### src/rtl/psm_pkg.sv
// psm_pkg: shared types and constants for the polygon second moments unit
// holds the field widths, sequencer state and multiplier step codes
// no dependencies
`timescale 1ns / 1ps

package psm_pkg;

  // default parameter values
  localparam int unsigned MAX_VERTICES_DEF = 1024;
  localparam int unsigned COORD_BITS_DEF   = 12;

  // fixed field widths
  localparam int unsigned IN_COORD_W = 12;
  localparam int unsigned CROSS_W    = 35;
  localparam int unsigned AREA_W     = 34;
  localparam int unsigned SUM_W      = 64;
  localparam int unsigned MOM_W      = 62;
  localparam int unsigned PROD_W     = 63;
  localparam int unsigned CNT_W      = 11;

  // sequencer states
  typedef enum logic [1:0] {
    ST_IDLE,
    ST_EDGE,
    ST_FINAL
  } state_e;

  // one multiplication per step; the final step drains the product register and adds the cross term to the area sum
  typedef enum logic [3:0] {
    STEP_PXQY,
    STEP_QXPY,
    STEP_PXPY,
    STEP_QXQY,
    STEP_PYPY,
    STEP_PYQY,
    STEP_QYQY,
    STEP_PXPX,
    STEP_PXQX,
    STEP_QXQX,
    STEP_XAXIS,
    STEP_YAXIS,
    STEP_PROD,
    STEP_FLUSH
  } step_e;

endpackage

### src/rtl/polygon_second_moments_unit.sv
// polygon_second_moments_unit: exact area and second moments of a vertex stream
// one shared signed multiplier sequenced over fourteen steps per edge
// depends on psm_pkg
// flow: a first vertex transfers without a stall, and a lone marked vertex goes straight to
// the result load; every later vertex holds in_ready_o low while the multiplier steps for
// its edge run, so the next vertex is not taken until that edge is done; the marked last
// vertex holds it low over its edge, the closing edge and the result load (longer while an
// earlier result is not yet taken), after which its result is valid
// reset: asynchronous active low, clears sums, counters and the in-polygon flag
`timescale 1ns / 1ps

module polygon_second_moments_unit #(
  parameter int unsigned MAX_VERTICES = psm_pkg::MAX_VERTICES_DEF,
  parameter int unsigned COORD_BITS   = psm_pkg::COORD_BITS_DEF
) (
  input  logic                                  clk_i,
  input  logic                                  rst_ni,
  input  logic                                  in_valid_i,
  output logic                                  in_ready_o,
  input  logic signed [psm_pkg::IN_COORD_W-1:0] vertex_x_i,
  input  logic signed [psm_pkg::IN_COORD_W-1:0] vertex_y_i,
  input  logic                                  last_vertex_i,
  output logic                                  out_valid_o,
  input  logic                                  out_ready_i,
  output logic        [psm_pkg::AREA_W-1:0]     twice_area_o,
  output logic        [psm_pkg::MOM_W-1:0]      moment_about_x_scaled_o,
  output logic        [psm_pkg::MOM_W-1:0]      moment_about_y_scaled_o,
  output logic signed [psm_pkg::PROD_W-1:0]     product_moment_scaled_o,
  output logic        [psm_pkg::CNT_W-1:0]      vertex_total_o,
  output logic                                  too_many_vertices_o
);

  // operand width: holds the cross term and the product-moment factor
  localparam int unsigned PW  = 2 * COORD_BITS + 3;
  localparam int unsigned MW  = 2 * PW;
  localparam int unsigned CB  = COORD_BITS;
  localparam int unsigned SW  = psm_pkg::SUM_W;
  localparam int unsigned XW  = psm_pkg::CROSS_W;
  localparam int unsigned NW  = psm_pkg::CNT_W;
  localparam logic [NW-1:0] MAX_CNT = NW'(MAX_VERTICES);

  psm_pkg::state_e state_q, state_d;
  psm_pkg::step_e  step_q, acc_sel_q;
  logic            acc_en_q;

  // vertex and edge endpoint registers
  logic signed [CB-1:0] first_x_q, first_y_q, prev_x_q, prev_y_q;
  logic signed [CB-1:0] px_q, py_q, qx_q, qy_q;
  logic signed [CB-1:0] in_x, in_y;
  logic                 in_polygon_q, last_q, closing_q;
  logic [NW-1:0]        count_q;

  // per-edge terms and running sums
  logic signed [PW-1:0] c_q, fp_q, fy_q, fx_q;
  logic        [XW-1:0] cross_q;
  logic        [SW-1:0] xaxis_q, yaxis_q, prodsum_q;

  // shared multiplier
  logic signed [PW-1:0] mul_a, mul_b;
  logic signed [MW-1:0] mul_p, prod_q;
  logic        [SW-1:0] prod_ext;

  // control strobes
  logic accept, start_edge, load_out, out_valid_q, neg;

  assign in_x = vertex_x_i[CB-1:0];
  assign in_y = vertex_y_i[CB-1:0];
  assign accept = in_valid_i && in_ready_o;
  assign out_valid_o = out_valid_q;

  // sequencer next state and strobes
  always_comb begin
    state_d    = state_q;
    in_ready_o = 1'b0;
    start_edge = 1'b0;
    load_out   = 1'b0;
    unique case (state_q)
      psm_pkg::ST_IDLE: begin
        in_ready_o = 1'b1;
        if (in_valid_i) begin
          if (in_polygon_q) begin
            start_edge = 1'b1;
            state_d    = psm_pkg::ST_EDGE;
          end else if (last_vertex_i) begin
            state_d = psm_pkg::ST_FINAL;
          end
        end
      end
      psm_pkg::ST_EDGE: begin
        if (step_q == psm_pkg::STEP_FLUSH) begin
          if (last_q && !closing_q) begin
            start_edge = 1'b1;
          end else if (last_q) begin
            state_d = psm_pkg::ST_FINAL;
          end else begin
            state_d = psm_pkg::ST_IDLE;
          end
        end
      end
      psm_pkg::ST_FINAL: begin
        if (!out_valid_q || out_ready_i) begin
          load_out = 1'b1;
          state_d  = psm_pkg::ST_IDLE;
        end
      end
      default: state_d = psm_pkg::ST_IDLE;
    endcase
  end

  // operand selection per step
  always_comb begin
    mul_a = '0;
    mul_b = '0;
    unique case (step_q)
      psm_pkg::STEP_PXQY: begin mul_a = PW'(px_q); mul_b = PW'(qy_q); end
      psm_pkg::STEP_QXPY: begin mul_a = PW'(qx_q); mul_b = PW'(py_q); end
      psm_pkg::STEP_PXPY: begin mul_a = PW'(px_q); mul_b = PW'(py_q); end
      psm_pkg::STEP_QXQY: begin mul_a = PW'(qx_q); mul_b = PW'(qy_q); end
      psm_pkg::STEP_PYPY: begin mul_a = PW'(py_q); mul_b = PW'(py_q); end
      psm_pkg::STEP_PYQY: begin mul_a = PW'(py_q); mul_b = PW'(qy_q); end
      psm_pkg::STEP_QYQY: begin mul_a = PW'(qy_q); mul_b = PW'(qy_q); end
      psm_pkg::STEP_PXPX: begin mul_a = PW'(px_q); mul_b = PW'(px_q); end
      psm_pkg::STEP_PXQX: begin mul_a = PW'(px_q); mul_b = PW'(qx_q); end
      psm_pkg::STEP_QXQX: begin mul_a = PW'(qx_q); mul_b = PW'(qx_q); end
      psm_pkg::STEP_XAXIS: begin mul_a = fy_q; mul_b = c_q; end
      psm_pkg::STEP_YAXIS: begin mul_a = fx_q; mul_b = c_q; end
      psm_pkg::STEP_PROD: begin mul_a = fp_q; mul_b = c_q; end
      psm_pkg::STEP_FLUSH: begin mul_a = '0; mul_b = '0; end
      default: begin mul_a = '0; mul_b = '0; end
    endcase
  end

  assign mul_p    = mul_a * mul_b;
  assign prod_ext = {{(SW - MW){prod_q[MW-1]}}, prod_q};
  assign neg      = cross_q[XW-1];

  // control registers
  always_ff @(posedge clk_i or negedge rst_ni) begin
    if (!rst_ni) begin
      state_q      <= psm_pkg::ST_IDLE;
      step_q       <= psm_pkg::STEP_PXQY;
      acc_sel_q    <= psm_pkg::STEP_PXQY;
      acc_en_q     <= 1'b0;
      in_polygon_q <= 1'b0;
      last_q       <= 1'b0;
      closing_q    <= 1'b0;
      count_q      <= '0;
      out_valid_q  <= 1'b0;
    end else begin
      state_q   <= state_d;
      acc_sel_q <= step_q;
      acc_en_q  <= (state_q == psm_pkg::ST_EDGE) && (step_q != psm_pkg::STEP_FLUSH);
      if (start_edge) begin
        step_q <= psm_pkg::STEP_PXQY;
      end else if (state_q == psm_pkg::ST_EDGE && step_q != psm_pkg::STEP_FLUSH) begin
        step_q <= psm_pkg::step_e'(step_q + 4'd1);
      end
      // vertex bookkeeping on each input transfer
      if (accept) begin
        last_q    <= last_vertex_i;
        closing_q <= 1'b0;
        if (!in_polygon_q) begin
          in_polygon_q <= 1'b1;
          count_q      <= NW'(1);
        end else if (count_q <= MAX_CNT) begin
          count_q <= count_q + NW'(1);
        end
      end else if (start_edge) begin
        closing_q <= 1'b1;
      end
      if (load_out) begin
        in_polygon_q <= 1'b0;
        out_valid_q  <= 1'b1;
      end else if (out_ready_i) begin
        out_valid_q <= 1'b0;
      end
    end
  end

  // datapath registers
  always_ff @(posedge clk_i or negedge rst_ni) begin
    if (!rst_ni) begin
      first_x_q <= '0;
      first_y_q <= '0;
      prev_x_q  <= '0;
      prev_y_q  <= '0;
      cross_q   <= '0;
      xaxis_q   <= '0;
      yaxis_q   <= '0;
      prodsum_q <= '0;
    end else begin
      if (accept) begin
        prev_x_q <= in_x;
        prev_y_q <= in_y;
        if (!in_polygon_q) begin
          first_x_q <= in_x;
          first_y_q <= in_y;
          cross_q   <= '0;
          xaxis_q   <= '0;
          yaxis_q   <= '0;
          prodsum_q <= '0;
        end
      end
      // fold the finished edge into the running sums
      if (acc_en_q) begin
        case (acc_sel_q)
          psm_pkg::STEP_XAXIS: xaxis_q   <= xaxis_q + prod_ext;
          psm_pkg::STEP_YAXIS: yaxis_q   <= yaxis_q + prod_ext;
          psm_pkg::STEP_PROD:  prodsum_q <= prodsum_q + prod_ext;
          default: ;
        endcase
      end
      if (state_q == psm_pkg::ST_EDGE && step_q == psm_pkg::STEP_FLUSH) begin
        cross_q <= cross_q + {{(XW - PW){c_q[PW-1]}}, c_q};
      end
    end
  end

  // edge endpoints, per-edge terms and product register
  always_ff @(posedge clk_i) begin
    prod_q <= mul_p;
    if (start_edge) begin
      c_q  <= '0;
      fp_q <= '0;
      fy_q <= '0;
      fx_q <= '0;
      if (accept) begin
        px_q <= prev_x_q;
        py_q <= prev_y_q;
        qx_q <= in_x;
        qy_q <= in_y;
      end else begin
        px_q <= qx_q;
        py_q <= qy_q;
        qx_q <= first_x_q;
        qy_q <= first_y_q;
      end
    end else if (acc_en_q) begin
      case (acc_sel_q)
        psm_pkg::STEP_PXQY: begin
          c_q  <= c_q + prod_q[PW-1:0];
          fp_q <= fp_q + prod_q[PW-1:0];
        end
        psm_pkg::STEP_QXPY: begin
          c_q  <= c_q - prod_q[PW-1:0];
          fp_q <= fp_q + prod_q[PW-1:0];
        end
        psm_pkg::STEP_PXPY, psm_pkg::STEP_QXQY: begin
          fp_q <= fp_q + {prod_q[PW-2:0], 1'b0};
        end
        psm_pkg::STEP_PYPY, psm_pkg::STEP_PYQY, psm_pkg::STEP_QYQY: begin
          fy_q <= fy_q + prod_q[PW-1:0];
        end
        psm_pkg::STEP_PXPX, psm_pkg::STEP_PXQX, psm_pkg::STEP_QXQX: begin
          fx_q <= fx_q + prod_q[PW-1:0];
        end
        default: ;
      endcase
    end
  end

  // result register, orientation made positive
  always_ff @(posedge clk_i) begin
    if (load_out) begin
      twice_area_o <= neg ? psm_pkg::AREA_W'(XW'(0) - cross_q)
                          : cross_q[psm_pkg::AREA_W-1:0];
      moment_about_x_scaled_o <= neg ? psm_pkg::MOM_W'(SW'(0) - xaxis_q)
                                     : xaxis_q[psm_pkg::MOM_W-1:0];
      moment_about_y_scaled_o <= neg ? psm_pkg::MOM_W'(SW'(0) - yaxis_q)
                                     : yaxis_q[psm_pkg::MOM_W-1:0];
      product_moment_scaled_o <= neg ? psm_pkg::PROD_W'(SW'(0) - prodsum_q)
                                     : prodsum_q[psm_pkg::PROD_W-1:0];
      vertex_total_o      <= (count_q > MAX_CNT) ? MAX_CNT : count_q;
      too_many_vertices_o <= (count_q > MAX_CNT);
    end
  end

  // checks
  a_count_bound: assert property (@(posedge clk_i) disable iff (!rst_ni)
    count_q <= MAX_CNT + NW'(1))
    else $error("vertex count passed its saturation value");

  a_flag_total: assert property (@(posedge clk_i) disable iff (!rst_ni)
    out_valid_o && too_many_vertices_o |-> vertex_total_o == MAX_CNT)
    else $error("overflow flag without saturated vertex total");

  a_out_from_final: assert property (@(posedge clk_i) disable iff (!rst_ni)
    $rose(out_valid_o) |-> $past(state_q) == psm_pkg::ST_FINAL)
    else $error("result raised outside the final step");

  a_flush_drains_prod: assert property (@(posedge clk_i) disable iff (!rst_ni)
    (state_q == psm_pkg::ST_EDGE && step_q == psm_pkg::STEP_FLUSH)
      |-> (acc_en_q && acc_sel_q == psm_pkg::STEP_PROD))
    else $error("edge flushed before the product moment was accumulated");

  a_first_count: assert property (@(posedge clk_i) disable iff (!rst_ni)
    accept && !in_polygon_q |=> count_q == NW'(1))
    else $error("first vertex did not restart the count");

endmodule
### config.mk
export PLATFORM = sky130hd
export DESIGN_NAME = polygon_second_moments_unit
export DESIGN_NICKNAME = d
export VERILOG_FILES = /design/src/rtl/psm_pkg.sv /design/src/rtl/polygon_second_moments_unit.sv
export SDC_FILE = /design/constraint.sdc
export NUM_CORES = 2
export LEC_CHECK = 0
export BUFFER_PORTS_ARGS = -buffer_cell sky130_fd_sc_hd__buf_2
export CELL_PAD_IN_SITES_DETAIL_PLACEMENT = 2
export CELL_PAD_IN_SITES_GLOBAL_PLACEMENT = 2
export CORE_UTILIZATION = 30
export DETAILED_ROUTE_END_ITERATION = 16
export GPL_ROUTABILITY_DRIVEN = 0
export PLACE_DENSITY = 0.68
export SETUP_SLACK_MARGIN = 0.4
export SLEW_MARGIN = 10
export SYNTH_ARGS = -nofsm -noshare
export SYNTH_HDL_FRONTEND = slang
export SYNTH_SLANG_ARGS = --single-unit
### constraint.sdc
create_clock -name clk_i -period 12.01 [get_ports clk_i]
set_input_delay 1.201 -clock clk_i [delete_from_list [all_inputs] [get_ports clk_i]]
set_output_delay 1.201 -clock clk_i [all_outputs]
set_load 0.005 [all_outputs]
# Yosys cells after proc, flatten, opt, wreduce, memory -nomap -nowiden
# Cells that the tools add are included.
[classes]
bitwise = 1
n_addsub = 16
n_lt_le_gt_ge = 2
multipliers = 1
n_eq_ne = 35
n_mux = 53
n_reduce_logical = 36
[op_table]
columns = ["op", "count"]
rows = [
  ["2-to-1 mux 64 bit", 12],
  ["adder 64 bit", 3],
  ["case mux 27 bit (7 select lines)", 1],
  ["adder 27 bit", 5],
  ["case mux 27 bit (5 select lines)", 1],
  ["2-to-1 mux 62 bit", 2],
  ["subtractor 1 x 62 -> 62 bit (first input constant)", 2],
  ["case mux 27 bit (2 select lines)", 2],
  ["2-to-1 mux 35 bit", 3],
  ["2-to-1 mux 63 bit", 1],
  ["subtractor 1 x 63 -> 63 bit (first input constant)", 1],
  ["multiplier 27 x 27 -> 54 bit", 1],
  ["2-to-1 mux 12 bit", 4],
  ["equality test 4 bit (second input constant)", 11],
  ["adder 35 bit", 1],
  ["2-to-1 mux 34 bit", 1],
  ["subtractor 1 x 34 -> 34 bit (first input constant)", 1],
  ["equality test 4 x 3 -> 1 bit (second input constant)", 8],
  ["subtractor 27 bit", 1],
  ["2-to-1 mux 11 bit", 2],
  ["equality test 4 x 2 -> 1 bit (second input constant)", 4],
  ["OR reduction 3 bit", 5],
  ["2-to-1 mux 2 bit", 7],
  ["AND reduction 2 bit", 7],
  ["other kinds (25)", 58],
]
[totals]
output_inout_bits = 235
regBits = 744
elab_cells = 176

# Depth between registers and ports, before layout
[depth]
depth_word = 7
mapped_depth = 40
depth_no_buf = 37

# Worst setup path before layout
# Ideal clock, no wire load.
[synth_timing]
kind = "input to register"
from = "input port out_ready_i"
to = "register moment_about_x_scaled_o[0] (netlist bit) (enable)"
setup_ps = 830
path_slack_ps = 248
path_buffers = 0
cell_stages = 2
arrival_time_ps = 10931
cell_sequence = "nor2b_1 > nor2_1"
[synth_via]
elab_chain_len = 3
[synth_rtl]
columns = ["element", "line_no", "rtl"]
rows = [
  ["from (decl)", "polygon_second_moments_unit.sv:24", "input logic out_ready_i,"],
  ["logical OR 1 bit", "polygon_second_moments_unit.sv:101", "if (!out_valid_q || out_ready_i) begin"],
  ["2-to-1 mux 1 bit", "polygon_second_moments_unit.sv:101", ""],
  ["2-to-1 mux 1 bit", "polygon_second_moments_unit.sv:77", "unique case (state_q)"],
  ["net load_out", "polygon_second_moments_unit.sv:64", "logic accept, start_edge, load_out, out_valid_q, neg;"],
  ["to (signal assigned)", "polygon_second_moments_unit.sv:267", "moment_about_x_scaled_o <= neg ? psm_pkg::MOM_W'(SW'(0) - xaxis_q)"],
  ["to (decl)", "polygon_second_moments_unit.sv:26", "output logic [psm_pkg::MOM_W-1:0] moment_about_x_scaled_o,"],
]
# The timed path passes the listed nets, and every way through them passes these cells.
# A chain may end at the register's enable or synchronous reset.

# Worst setup path in the final report
[layout_timing]
from = "register step_q[0]"
to = "register prod_q[30]"
[layout_via]
elab_chain_len = 4
[layout_rtl]
columns = ["element", "line_no", "rtl"]
rows = [
  ["from (decl)", "polygon_second_moments_unit.sv:43", "psm_pkg::step_e step_q, acc_sel_q;"],
  ["from (signal assigned)", "polygon_second_moments_unit.sv:141", "step_q <= psm_pkg::STEP_PXQY;"],
  ["from (signal assigned)", "polygon_second_moments_unit.sv:154", "step_q <= psm_pkg::STEP_PXQY;"],
  ["from (signal assigned)", "polygon_second_moments_unit.sv:156", "step_q <= psm_pkg::step_e'(step_q + 4'd1);"],
  ["equality test 4 bit, or another cell as far along", "polygon_second_moments_unit.sv:114", "unique case (step_q)"],
  ["OR reduction 4 bit (no line), or another cell as far along", "--", ""],
  ["case mux 27 bit (7 select lines) or case mux 27 bit (5 select lines) (tied branches)", "polygon_second_moments_unit.sv:114", ""],
  ["multiplier 27 x 27 -> 54 bit *", "polygon_second_moments_unit.sv:133", "assign mul_p = mul_a * mul_b;"],
  ["net mul_p[30]", "polygon_second_moments_unit.sv:60", "logic signed [MW-1:0] mul_p, prod_q;"],
  ["to (signal assigned)", "polygon_second_moments_unit.sv:221", "prod_q <= mul_p;"],
  ["to (decl)", "polygon_second_moments_unit.sv:60", ""],
]
# Mark *: on every way through the listed nets, which the timed path passes. The rest lies on a longest branch.

==> impl_results.md <==
* Fin crit share at 92.98%
* Vias at roughly 63000
* Smallest hold slack at 0.4001 ns
* Port Buffers at between 200 and 300
* Number of routed nets with antenna violations at 0
* Startpoint Class: register
* Hpwl dp at around 240 mm
* Routed WL per cell at between 20 and 30 um
* Fin. max-slew vios at 0
* Starting Density at 30.24%
* Cts repair resizes at 0
* Total wire length at a little over 300 mm
* Dominant cells by area after synthesis: fa_1 (21%), edfxtp_1 (11%), dfrtp_1 (10%)
* Postcts setup bufs at 0
* Primary FF master, synth: dfrtp_1
* Top layer in use: met4
* Synth top cells by count: nand2_1 (1405), inv_1 (976), fa_1 (770), ha_1 (516), nor2_1 (488)
* Post-synth EDFFs at ~280
* Most numerous cell on the critical path: inv_1
* TritonRoute pass-1 iters at 5
* Worst EP required at 12.66 ns
* WL met3 at ~11 mm
* Seq cells post-synth at approximately 740
* Die Area at about 0.25 mm2
* Clock tree buffer depth at 3
* Post-synthesis sequential area ratio at 25.88%
* Status: complete, no violations
* CTS H-Tree Depth at 3
* NumNets Final at 9772
* Synth area leader: fa_1
* Die width at between 400 and 500 um
* Share of layout cells above drive strength 1 at between 7 and 8%
* Vias/cell at 5.323
* CP Launch Point: step_q[0]$_DFFE_PN0P_
* Yosys warning total at 0
* Overall routing resource usage at between 20% and 30%
* Routed wl met2 at between 100 and 150 mm
* Final hold vios at 0
* Clock sinks at approximately 740
* WP data arrival at ~12 ns
* Grt total ovfl at 0
* Post-synthesis async set-or-reset flop share at about two fifths
* Cells on worst reg2reg path at 38
* Core Area at 0.2439 mm2
* Area occupied by registers at 0.01910 mm2
* DRC at 0
* Number of global-route vias before repair at 69420
* Met1 WL at approximately 140 mm
* Root Driver: clkbuf_16
* Clk_lat worst skew at between 0.7 and 0.8 ns
* TritonCTS clock tree: done
* Global-route wire length before repair at 456.1 mm
* Max stage delay on crit path at between 0.8 and 0.9 ns
* Setup Total Neg Slack at 0 ns
* Core Rows at about 180
* Worst-Margin Slew at approximately 1.4 ns
* Largest net degree at the start of global routing at ~220
* IO Pins at between 200 and 300
* Footprint of the multi-input gates at 0.05005 mm2
* Hold Crit Class: in -> async
* Critical path class: reg -> reg
* Die Y at around 500 um
* Top-area cell type share of the netlist area at 20.90%
* Fmax at 89.55 MHz
* Rel. slew slack at under 10%
* CP Capture Type: register
* Worst path slowest cell: a2111oi_0
* Crit-path max FO at 15
* Worst reg2reg startpoint: step_q[0]$_DFFE_PN0P_
* Syn nets at around 9600
* Max-Cap Viols at 0
* Worst clock skew at roughly 0.081 ns
* RSZ-0062 raised after global routing: no
* # fillers at around 27000
* Mean post-synth cell area at ~9 um2
* Syn Inst Count at approximately 8300
* Cell variety after synth at approximately 80
* Total CTS buffers at 91
* Fin crit period at between 10 and 15 ns
* Number of antenna violations at the first check in global routing at 18
* Count leader, synth: nand2_1
* Initial DRC Count at roughly 3700
* Worst-path clk slew at around 0.06 ns
* Netlist Area Pre-Place at roughly 0.074 mm2
* Hold Buf Count CTS at 0
* Area grow syn2layout at 11.98%
* Finish-stage setup viols at 0
[worst max-delay path, delay by kind of cell, from the launching register on]
kind,cells,cell delay (ns)
xor gates and xnor gates,1,0.18
DFF,1,0.45
buffers and inverters,10,1.00
adders and majority gates,9,3.70
AOI/OAI and AO/OA,12,4.04
and+or+nand+nor,6,1.66
[sequential cells by signal, summed over array words and instances, names as in the netlist, 34 cells and up]
signal                   count
twice_area_o                34
cross_q                     35
prodsum_q                   63
product_moment_scaled_o     63
xaxis_q                     62
moment_about_x_scaled_o     62
moment_about_y_scaled_o     62
yaxis_q                     62
prod_q                      54
[routing by layer]
layer,up-vias,track usage (%)
met1,32820,31.96
met3,401,2.737
met4,0,8.065
met2,1243,40.95
li1,28060,-
met5,-,0
[through the flow]
step	std cells	util (%)	area, um2	setup slack (ns)
2_1_floorplan	8271	-	73750	2.763
3_3_place_gp	11560	32.51	79300	1.006
3_5_place_dp	11570	32.53	79330	0.8089
4_1_cts	11740	33.85	82560	0.7302
5_1_grt	11740	33.85	82570	0.4361
6_report	11750	33.86	82590	0.8434
[logic make-up (layout without fill, tap and decap cells)]
kind of cell             after synthesis  count (layout)  synth area share [%]
XOR/XNOR                             607             607                 7.208
adder cells (fa/ha/maj)             1286            1286                 29.65
other                                  0               8                     0
AO/OA/AOI/OAI                       1754            1754                 15.10
flip-flops                           739             739                 25.88
buffers and inverters               1299            1564                 6.611
AND/OR/NAND/NOR                     2576            2576                 15.41
multiplexers                          10              10                0.1374
[path summary, 6_finish.rpt]
| kind | to | slack, ns |
|---|---|---|
| setup / recovery | prod_q[30]$_DFF_P_ | 0.84 |
| hold / removal | yaxis_q[60]$_DFF_PN0_ | 0.40 |
| setup reg to reg | prod_q[30]$_DFF_P_ | 0.84 |
| hold reg to reg | acc_sel_q[1]$_DFF_PN0_ | 0.48 |
| max in group asynchronous | count_q[7]$_DFFE_PN0P_ | 9.21 |
| min in group clk_i | acc_sel_q[1]$_DFF_PN0_ | 0.48 |
[layout by cell type, fill, tap and decap left out, types with 70 or more instances in the layout]
cell / netlist / final
a21oi_1: 477 / 471
o21ai_0: 470 / 468
ha_1: 516 / 516
clkbuf_16: 0 / 92
nand3_1: 114 / 114
dfrtp_1: 296 / 295
xor2_1: 176 / 176
nand2b_1: 71 / 71
nand2_1: 1405 / 1404
nor2_1: 488 / 479
a21o_1: 214 / 213
nor3_1: 71 / 70
edfxtp_1: 281 / 281
buf_4: 0 / 149
inv_1: 976 / 975
buf_2: 0 / 262
dfxtp_1: 162 / 157
fa_1: 770 / 770
xnor2_1: 431 / 431
o31ai_1: 95 / 95
[cell type report]
type / count / area share (%)
antenna: 8 / 0.02424
inverter: 977 / 4.444
tap: 3202 / 4.851
multi-input combinational: 6233 / 60.61
clock inverter: 53 / 0.9666
timing repair buffer: 415 / 3.033
clock buffer: 119 / 2.947
sequential: 739 / 23.13
Power is not shown: default switching activity piles up to over one toggle a cycle in this logic, so the estimate is an artifact.
